File: config.mk
export PLATFORM = sky130hd
export DESIGN_NAME = multiplexed_digit_driver_serial_load_unit_flat
export DESIGN_NICKNAME = d
export VERILOG_FILES = /design/src/hdl/mdd_pkg.sv /design/src/hdl/mdd_if.sv /design/src/hdl/mdd_rx.sv /design/src/hdl/mdd_scan.sv /design/src/hdl/multiplexed_digit_driver_serial_load_unit.sv /design/src/flat_wrapper.sv
export SDC_FILE = /design/constraint.sdc
export NUM_CORES = 1
export LEC_CHECK = 0
export BUFFER_PORTS_ARGS = -buffer_cell sky130_fd_sc_hd__buf_4
export CORE_MARGIN = 2
export CORE_UTILIZATION = 58
export DETAILED_ROUTE_END_ITERATION = 8
export PLACE_DENSITY = 0.83
export SYNTH_ARGS = -nofsm -noshare
export SYNTH_HDL_FRONTEND = slang
export SYNTH_HIERARCHICAL = 1
export SYNTH_SLANG_ARGS = --single-unit
File: constraint.sdc
create_clock -name clk -period 7.95 [get_ports clk]
set_input_delay 1.59 -clock clk [delete_from_list [all_inputs] [get_ports clk]]
set_output_delay 1.59 -clock clk [all_outputs]
set_load 0.01 [all_outputs]
File: src/hdl/mdd_pkg.sv
package mdd_pkg;

  localparam int NUM_DIGITS  = 6;
  localparam int COUNT_WIDTH = 8;

  localparam int BYTE_W  = 8;
  localparam int CODE_W  = 4;
  localparam int ANODE_W = 6;
  localparam int LEVEL_W = 8;
  localparam int DIG_W   = (NUM_DIGITS > 1) ? $clog2(NUM_DIGITS) : 1;
  localparam int CMP_W   = (COUNT_WIDTH > LEVEL_W) ? COUNT_WIDTH : LEVEL_W;

  localparam logic [LEVEL_W-1:0] DEFAULT_LEVEL = LEVEL_W'(254);
  localparam logic [CODE_W-1:0]  BLANK_CODE    = CODE_W'(11);
  localparam logic [ANODE_W-1:0] ANODES_OFF    = '0;

  localparam logic [BYTE_W-1:0] CMD_DIGITS = BYTE_W'(1);
  localparam logic [BYTE_W-1:0] CMD_LEVELS = BYTE_W'(2);

  localparam logic OP_BYTE = 1'b0;
  localparam logic OP_TICK = 1'b1;

  typedef logic [NUM_DIGITS-1:0][CODE_W-1:0]  codes_t;
  typedef logic [NUM_DIGITS-1:0][LEVEL_W-1:0] levels_t;

  // one request as it leaves the input register
  typedef struct packed {
    logic              fire;
    logic              opcode;
    logic [BYTE_W-1:0] rx_byte;
  } item_t;

endpackage

File: src/hdl/mdd_if.sv
interface mdd_in_if;
  import mdd_pkg::*;

  logic              valid;
  logic              ready;
  logic              opcode;
  logic [BYTE_W-1:0] rx_byte;

  modport source (output valid, output opcode, output rx_byte, input ready);
  modport sink (input valid, input opcode, input rx_byte, output ready);
endinterface

interface mdd_out_if;
  import mdd_pkg::*;

  logic               valid;
  logic               ready;
  logic [CODE_W-1:0]  decoder_code;
  logic [ANODE_W-1:0] anode_mask;

  modport source (output valid, output decoder_code, output anode_mask, input ready);
  modport sink (input valid, input decoder_code, input anode_mask, output ready);
endinterface

File: src/hdl/mdd_rx.sv
module mdd_rx (
  input  logic            clk,
  input  logic            rst_n,
  input  mdd_pkg::item_t  item,
  output mdd_pkg::codes_t codes,
  output mdd_pkg::levels_t levels
);
  import mdd_pkg::*;

  localparam logic [1:0] MODE_CMD    = 2'd0;
  localparam logic [1:0] MODE_DIGITS = 2'd1;
  localparam logic [1:0] MODE_LEVELS = 2'd2;

  logic [1:0]       mode_r, mode_nxt;
  logic [DIG_W-1:0] idx_r, idx_nxt;
  codes_t           codes_r, codes_nxt;
  levels_t          levels_r, levels_nxt;
  logic             last;

  assign last = (idx_r == DIG_W'(NUM_DIGITS - 1));

  always_comb begin
    mode_nxt   = mode_r;
    idx_nxt    = idx_r;
    codes_nxt  = codes_r;
    levels_nxt = levels_r;
    if (item.fire && item.opcode == OP_BYTE) begin
      case (mode_r)
        MODE_CMD: begin
          if (item.rx_byte == CMD_DIGITS) begin
            mode_nxt = MODE_DIGITS;
            idx_nxt  = '0;
          end else if (item.rx_byte == CMD_LEVELS) begin
            mode_nxt = MODE_LEVELS;
            idx_nxt  = '0;
          end
        end
        MODE_DIGITS, MODE_LEVELS: begin
          if (mode_r == MODE_DIGITS) begin
            codes_nxt[idx_r] = item.rx_byte[CODE_W-1:0];
          end else begin
            levels_nxt[idx_r] = item.rx_byte;
          end
          if (last) begin
            idx_nxt  = '0;
            mode_nxt = MODE_CMD;
          end else begin
            idx_nxt = idx_r + DIG_W'(1);
          end
        end
        default: begin
          // stray mode code drops the byte and resyncs
          mode_nxt = MODE_CMD;
          idx_nxt  = '0;
        end
      endcase
    end
  end

  always_ff @(posedge clk) begin
    if (!rst_n) begin
      mode_r   <= MODE_CMD;
      idx_r    <= '0;
      codes_r  <= '0;
      levels_r <= {NUM_DIGITS{DEFAULT_LEVEL}};
    end else begin
      mode_r   <= mode_nxt;
      idx_r    <= idx_nxt;
      codes_r  <= codes_nxt;
      levels_r <= levels_nxt;
    end
  end

  assign codes  = codes_r;
  assign levels = levels_r;

endmodule

File: src/hdl/mdd_scan.sv
module mdd_scan (
  input  logic                          clk,
  input  logic                          rst_n,
  input  mdd_pkg::item_t                item,
  input  mdd_pkg::codes_t               codes,
  input  mdd_pkg::levels_t              levels,
  output logic [mdd_pkg::CODE_W-1:0]    decoder_nxt,
  output logic [mdd_pkg::ANODE_W-1:0]   anode_nxt
);
  import mdd_pkg::*;

  logic [COUNT_WIDTH-1:0] cnt_r, cnt_nxt;
  logic [DIG_W-1:0]       scan_r, scan_nxt;
  logic [CODE_W-1:0]      dec_r, dec_nxt;
  logic [ANODE_W-1:0]     anode_r, anode_nxt_i;
  logic [DIG_W-1:0]       lit;
  logic [COUNT_WIDTH-1:0] cnt_inc;
  logic [ANODE_W-1:0]     onehot;

  assign cnt_inc = cnt_r + COUNT_WIDTH'(1);

  // anode bits past the field width are dropped
  always_comb begin
    for (int i = 0; i < ANODE_W; i++) begin
      onehot[i] = (CMP_W'(scan_r) == CMP_W'(i));
    end
  end

  always_comb begin
    cnt_nxt     = cnt_r;
    scan_nxt    = scan_r;
    dec_nxt     = dec_r;
    anode_nxt_i = anode_r;
    lit         = '0;
    if (item.fire && item.opcode == OP_TICK) begin
      cnt_nxt = cnt_inc;
      if (cnt_inc == '0) begin
        dec_nxt     = codes[scan_r];
        anode_nxt_i = onehot;
        scan_nxt    = (scan_r == DIG_W'(NUM_DIGITS - 1)) ? '0 : scan_r + DIG_W'(1);
      end
      // digit on the anodes is the one before the scan pointer
      lit = (scan_nxt == '0) ? DIG_W'(NUM_DIGITS - 1) : scan_nxt - DIG_W'(1);
      if (CMP_W'(cnt_inc) == CMP_W'(levels[lit])) begin
        dec_nxt     = BLANK_CODE;
        anode_nxt_i = ANODES_OFF;
      end
    end
  end

  always_ff @(posedge clk) begin
    if (!rst_n) begin
      cnt_r   <= '0;
      scan_r  <= '0;
      dec_r   <= '0;
      anode_r <= '0;
    end else begin
      cnt_r   <= cnt_nxt;
      scan_r  <= scan_nxt;
      dec_r   <= dec_nxt;
      anode_r <= anode_nxt_i;
    end
  end

  assign decoder_nxt = dec_nxt;
  assign anode_nxt   = anode_nxt_i;

endmodule

File: src/hdl/multiplexed_digit_driver_serial_load_unit.sv
// multiplexed six-digit display driver with serial loading and pwm brightness
//
// in_ch carries one request per item: opcode 0 is a received serial byte
// (rx_byte), opcode 1 is one prescaled timer tick. out_ch returns exactly one
// result per request: the decoder code and anode mask being driven after it.
// byte 1 in command mode loads six digit codes, byte 2 loads six brightness
// levels; other command bytes are ignored.
// path: an accepted request passes the input register, then the result
// register, from which out_ch takes it. one request per cycle is sustained
// while out_ch is ready; the state update is a single pass between the two
// registers.
// when out_ch stalls, the result register holds and the input register still
// takes one more request, so in_ch.ready drops only when both are full.
// reset (rst_n low, synchronous) empties both registers, puts the parser in
// command mode, clears digit codes, sets all brightness levels to 254 and
// clears the period counter, scan pointer and scan code and mask; out_ch data is not reset.
module multiplexed_digit_driver_serial_load_unit (
  input logic      clk,
  input logic      rst_n,
  mdd_in_if.sink   in_ch,
  mdd_out_if.source out_ch
);
  import mdd_pkg::*;

  logic              s1_valid_r, s1_valid_nxt;
  logic              s1_op_r;
  logic [BYTE_W-1:0] s1_byte_r;
  logic              out_valid_r, out_valid_nxt;
  logic [CODE_W-1:0] out_dec_r;
  logic [ANODE_W-1:0] out_anode_r;
  logic              out_adv;
  logic              in_rdy;
  item_t             item;
  codes_t            codes;
  levels_t           levels;
  logic [CODE_W-1:0] dec_nxt;
  logic [ANODE_W-1:0] anode_nxt;

  assign out_adv = !out_valid_r || out_ch.ready;
  assign in_rdy  = !s1_valid_r || out_adv;

  assign item = '{fire: s1_valid_r && out_adv, opcode: s1_op_r, rx_byte: s1_byte_r};

  mdd_rx u_rx (
    .clk    (clk),
    .rst_n  (rst_n),
    .item   (item),
    .codes  (codes),
    .levels (levels)
  );

  mdd_scan u_scan (
    .clk         (clk),
    .rst_n       (rst_n),
    .item        (item),
    .codes       (codes),
    .levels      (levels),
    .decoder_nxt (dec_nxt),
    .anode_nxt   (anode_nxt)
  );

  assign s1_valid_nxt  = in_rdy ? in_ch.valid : s1_valid_r;
  assign out_valid_nxt = out_adv ? item.fire : out_valid_r;

  always_ff @(posedge clk) begin
    if (!rst_n) begin
      s1_valid_r  <= 1'b0;
      out_valid_r <= 1'b0;
    end else begin
      s1_valid_r  <= s1_valid_nxt;
      out_valid_r <= out_valid_nxt;
    end
  end

  always_ff @(posedge clk) begin
    if (in_rdy && in_ch.valid) begin
      s1_op_r   <= in_ch.opcode;
      s1_byte_r <= in_ch.rx_byte;
    end
    if (item.fire) begin
      out_dec_r   <= dec_nxt;
      out_anode_r <= anode_nxt;
    end
  end

  assign in_ch.ready         = in_rdy;
  assign out_ch.valid        = out_valid_r;
  assign out_ch.decoder_code = out_dec_r;
  assign out_ch.anode_mask   = out_anode_r;

endmodule
File: src/flat_wrapper.sv
// flat-port wrapper written by rule: the top's interface ports become plain ports
module multiplexed_digit_driver_serial_load_unit_flat import mdd_pkg::*;
  (clk, rst_n, in_ch_valid, in_ch_opcode, in_ch_rx_byte, in_ch_ready, out_ch_valid, out_ch_decoder_code, out_ch_anode_mask, out_ch_ready);
  mdd_in_if in_ch_i ();
  mdd_out_if out_ch_i ();
  input logic clk;
  input logic rst_n;
  input wire logic [$bits(in_ch_i.valid)-1:0] in_ch_valid;
  input wire logic [$bits(in_ch_i.opcode)-1:0] in_ch_opcode;
  input wire logic [$bits(in_ch_i.rx_byte)-1:0] in_ch_rx_byte;
  output wire logic [$bits(in_ch_i.ready)-1:0] in_ch_ready;
  output wire logic [$bits(out_ch_i.valid)-1:0] out_ch_valid;
  output wire logic [$bits(out_ch_i.decoder_code)-1:0] out_ch_decoder_code;
  output wire logic [$bits(out_ch_i.anode_mask)-1:0] out_ch_anode_mask;
  input wire logic [$bits(out_ch_i.ready)-1:0] out_ch_ready;
  assign in_ch_i.valid = in_ch_valid;
  assign in_ch_i.opcode = in_ch_opcode;
  assign in_ch_i.rx_byte = in_ch_rx_byte;
  assign in_ch_ready = in_ch_i.ready;
  assign out_ch_valid = out_ch_i.valid;
  assign out_ch_decoder_code = out_ch_i.decoder_code;
  assign out_ch_anode_mask = out_ch_i.anode_mask;
  assign out_ch_i.ready = out_ch_ready;
  multiplexed_digit_driver_serial_load_unit u_core (.clk(clk), .rst_n(rst_n), .in_ch(in_ch_i), .out_ch(out_ch_i));
endmodule
==> implementation parameters <==
Parameter                              Value

Critical path
  Top fanout value on the critical path    18
  Reg2Reg Launch Point    u_core/u_scan/cnt_r[0]$_SDFFE_PN0P_
  CP Capture Type    register
  Reg2Reg Depth    16
  Arrival time at the worst endpoint    between 6 and 7 ns
  Slowest stage cell on the critical path    sky130_fd_sc_hd__ha_1
  Endpoint of the most critical register-to-register path    u_core/out_ch.decoder_code[3]$_DFFE_PP_
  Data required time of the worst path    8.33 ns
  Crit Path Category    reg -> reg
  Kind of start point of the critical path    register
  Series of cell instances along the critical path    ha_1 -> nand3_2 -> mux2i_1 -> o21ai_0 -> nand2_1 -> a211oi_1 -> a21oi_1 -> ha_1 -> inv_1 -> mux4_2 -> xnor2_1 -> nor4_2 -> o22ai_1 -> or4b_1 -> a21oi_4 -> o22a_1
  Delay of the slowest cell on the worst path    0.81 ns
  Setup slack of the worst register-to-register path    approximately 2.2 ns
  Most prevalent standard cell on the critical path    sky130_fd_sc_hd__ha_1

Yosys
  Post-synth ARST share    0%
  Number of enable flip-flop cells after synthesis    19
  Total of flip-flops plus latches after synthesis    roughly 120
  Post-synthesis share of cell area spent on full adders, half adders and majority gates    1.26%
  Synth unique cells    74
  Seq/Total Area, Yosys    43.2%
  Biggest area contributors in the synthesized netlist    sky130_fd_sc_hd__dfxtp_1 (34%), sky130_fd_sc_hd__edfxtp_1 (9.6%), sky130_fd_sc_hd__mux2i_1 (7.6%)
  Count of synthesis-stage warnings from yosys    6
  Xor/xnor share of the synthesized area    3.24%
  Synthesized netlist cell count    approximately 640
  Area share of and/or/nand/nor cells after synthesis    23.1%
  Synthesized area    5960 um^2
  Cell taking the most area after synthesis    sky130_fd_sc_hd__dfxtp_1
  Most used flip-flop cell after synthesis    sky130_fd_sc_hd__dfxtp_1
  Top-area cell type share of the netlist area    between 30% and 40%
  Mean area per synthesized cell    9.29 um^2
  Share of synthesized area spent on multiplexers    10.8%
  Mapped Nets    660
  Combinational family with the most area after synthesis    simple AND/OR/NAND/NOR gates
  Synth Area in Compound Gates    14.6%

CTS
  Maximum clock insertion buffer count    2
  Clock tree from TritonCTS    yes
  Number of buffers inserted by post-CTS setup repair    0
  Clock tree sinks    119
  Clock latency on the worst-skew pair    0.51 ns
  CTS H-tree lvls    4
  Root Buffer    sky130_fd_sc_hd__clkbuf_8
  Number of gates given a new drive strength after cts    0
  Clock input transition at the sequential cells of the worst setup and hold paths    ~0.06 ns
  Post-CTS Hold Fix Bufs    0
  TritonCTS buffer count    17

Timing
  Slew of the pin with the lowest slew margin    1.00 ns
  Final setup violating endpoints    0
  Remaining max-slew budget at the tightest pin    between 30 and 40%
  Max Transition Viols Final    0
  Final-report hold violation count    0
  Final period utilization    72.9%
  Setup repair after global routing missed its margin    no
  Total Neg Setup Slack    0 ns
  Post-layout min period    5.79 ns
  Final setup skew    0.00478 ns
  PnR worst setup slack    2.16 ns
  F_max    173 MHz

Global route
  Overall Global Routing Usage    25.9%
  M2 GR Usage    44.2%
  First-pass GRT wire length    23100 um
  Met3 routing resource usage after global routing    about 5.6%
  Met1 track utilization from global routing    32.1%
  Pin count of the biggest net entering global routing    102
  GRT Max-Usage Layer    met2
  Number of global-route vias before repair    4806
  Total gr overflow    0
  Initial antenna violation count    0

Placement
  Weighted congestion reported at the end of routability-driven placement    0.885
  Input/output buffers    24
  DPL Wire Length    8990 um
  DP Area    6170 um^2
  Worst setup slack before clock tree synthesis    2.29 ns

Final layout
  Antenna cells    0
  Most used cells in the layout excluding fill and tap cells    sky130_fd_sc_hd__nand2_1 (113), sky130_fd_sc_hd__dfxtp_1 (100), sky130_fd_sc_hd__nand3_1 (71)
  Final nets    669
  Commonest non-fill, non-tap cell in the layout    sky130_fd_sc_hd__nand2_1
  Post-route design area    6810 um^2
  Synth-to-Final Area Change    14.3%
  Fraction of final layout cells sized beyond drive strength 1    14.2%
  Number of fill cells    approximately 720

Die
  Die area    between 10000 and 15000 um^2
  Height of the die    105 um
  Core footprint    9860 um^2
  Number of core rows    36
  Overall die width    ~110 um
  Initial core utilization    60.4%
  Number of primary I/O pins    25

Outcome
  Run status    finished clean

Power and ir drop
  Worst ir drop on vdd    0.169 mV
  Leakage Power    2.59 nW
  Power Density    220 nW/um^2

Hold path
  Number of cells on the worst hold path    2
  Worst Hold Class    reg -> reg
  Startpoint of the lowest-slack hold path    u_core/u_rx/codes[9]$_SDFFE_PN0P_
  Worst Hold End    u_core/u_rx/codes[9]$_SDFFE_PN0P_

Run
  MaxCap Viol Count    0

Route
  Total iterations of the first detailed-routing run    5
  Routed via count divided by cell count    approximately 6.2
  Antenna-violating nets left    0
  Starting DRC count in detailed routing    495
  Post-route DRC    0
  Routed WL per cell    between 15 and 20 um
  Vias after detailed routing    4948
  Routed wire length    13900 um
==> sequential cells by signal (all words and copies together), names as in the netlist, 2 cells and up <==
name                        count
u_core/u_scan/cnt_r             8
u_core/u_scan/scan_r            3
u_core/u_scan/anode_r           6
u_core/u_rx/codes              24
u_core/u_rx/idx_r               3
u_core/u_scan/dec_r             4
u_core/s1_byte_r                8
u_core/out_ch.decoder_code      4
u_core/out_ch.anode_mask        6
u_core/u_rx/mode_r              2
u_core/u_rx/levels             48
==> stage by stage <==
| step | std cells | hold slack, ns | util, % | power (mW) |
|---|---|---|---|---|
| global route | 796 | 0.501 | 69.0 | 1.54 |
| detailed placement | 764 | 0.460 | 62.5 | 0.689 |
| CTS | 796 | 0.471 | 69.0 | 1.51 |
| floorplan | 641 | 0.432 | - | 0.670 |
| global placement | 764 | 0.442 | 62.5 | 0.687 |
| finish | 796 | 0.469 | 69.0 | 1.50 |
==> where the power goes <==
group | switching (mW) | leakage (nW) | internal, mW | total [mW]
Combinational | 0.0269 | 1.30 | 0.0200 | 0.0470
Clock | 0.279 | 0.293 | 0.541 | 0.821
Sequential | 0.0123 | 0.993 | 0.618 | 0.630
==> cell type report <==
type,count,area (um^2),area share [%]
clock buffers,17,414,6.08
clock inverters,15,226,3.33
inverters,11,41.3,0.607
multi-input cells,472,3170,46.6
flip-flops and latches,119,2570,37.8
well taps,133,166,2.44
repair buffers,29,218,3.20
==> critical path, delay by kind of cell, from the launching register on <==
family / cells / cell delay (ns)
compound gates: 6 / 1.36
xor+xnor: 1 / 0.16
fa+ha+maj: 2 / 1.17
buf+inv: 1 / 0.31
flops: 1 / 0.48
mux: 2 / 0.58
simple gates: 4 / 1.58
==> synthesized netlist by cell type, types with 3 or more instances <==
library cell,instances
sky130_fd_sc_hd__mux2i_1,45
sky130_fd_sc_hd__buf_1,3
sky130_fd_sc_hd__nand3_1,71
sky130_fd_sc_hd__dfxtp_1,100
sky130_fd_sc_hd__clkbuf_1,28
sky130_fd_sc_hd__nor2_1,22
sky130_fd_sc_hd__buf_6,3
sky130_fd_sc_hd__a21boi_0,30
sky130_fd_sc_hd__nand2_1,113
sky130_fd_sc_hd__o21ai_0,21
sky130_fd_sc_hd__nor2b_1,12
sky130_fd_sc_hd__a221oi_1,4
sky130_fd_sc_hd__nand3b_1,5
sky130_fd_sc_hd__xor2_1,3
sky130_fd_sc_hd__o211ai_1,9
sky130_fd_sc_hd__a211oi_1,3
sky130_fd_sc_hd__mux4_2,7
sky130_fd_sc_hd__and2_1,13
sky130_fd_sc_hd__a21o_1,3
sky130_fd_sc_hd__a31oi_1,3
sky130_fd_sc_hd__o22a_1,3
sky130_fd_sc_hd__nand2b_1,4
sky130_fd_sc_hd__edfxtp_1,19
sky130_fd_sc_hd__or2_2,3
sky130_fd_sc_hd__ha_1,6
sky130_fd_sc_hd__xnor2_1,19
sky130_fd_sc_hd__o211a_1,3
sky130_fd_sc_hd__a21oi_1,5
sky130_fd_sc_hd__inv_1,11
sky130_fd_sc_hd__or3_1,6
sky130_fd_sc_hd__a21bo_2,3
sky130_fd_sc_hd__nor3_1,6
==> worst max path at each step <==
stage                                        startpoint                                      end  cells past startpoint
finish              u_core/u_scan/cnt_r[0]$_SDFFE_PN0P_  u_core/out_ch.decoder_code[3]$_DFFE_PP_                     16
floorplan           u_core/u_scan/cnt_r[0]$_SDFFE_PN0P_    u_core/out_ch.anode_mask[3]$_DFFE_PP_                     19
detailed placement  u_core/u_scan/cnt_r[0]$_SDFFE_PN0P_  u_core/out_ch.decoder_code[3]$_DFFE_PP_                     16
CTS                 u_core/u_scan/cnt_r[0]$_SDFFE_PN0P_  u_core/out_ch.decoder_code[3]$_DFFE_PP_                     16
global route        u_core/u_scan/cnt_r[0]$_SDFFE_PN0P_  u_core/out_ch.decoder_code[3]$_DFFE_PP_                     16
global placement    u_core/u_scan/cnt_r[0]$_SDFFE_PN0P_    u_core/out_ch.anode_mask[3]$_DFFE_PP_                     16
==> cell families after synthesis <==
group	after synthesis
AOI/OAI and AO/OA	112
adders and majority gates	6
DFF	119
muxes	55
xor gates and xnor gates	22
buffers and inverters	50
and+or+nand+nor	277
==> metal layers <==
metal / vias to the layer above / share of wire, %
met4: 0 / 1.4
met3: 17 / 6.9
met5: - / 0
met2: 212 / 50
li1: 2317 / -
met1: 2402 / 42
(Power assumes the default switching activity.)
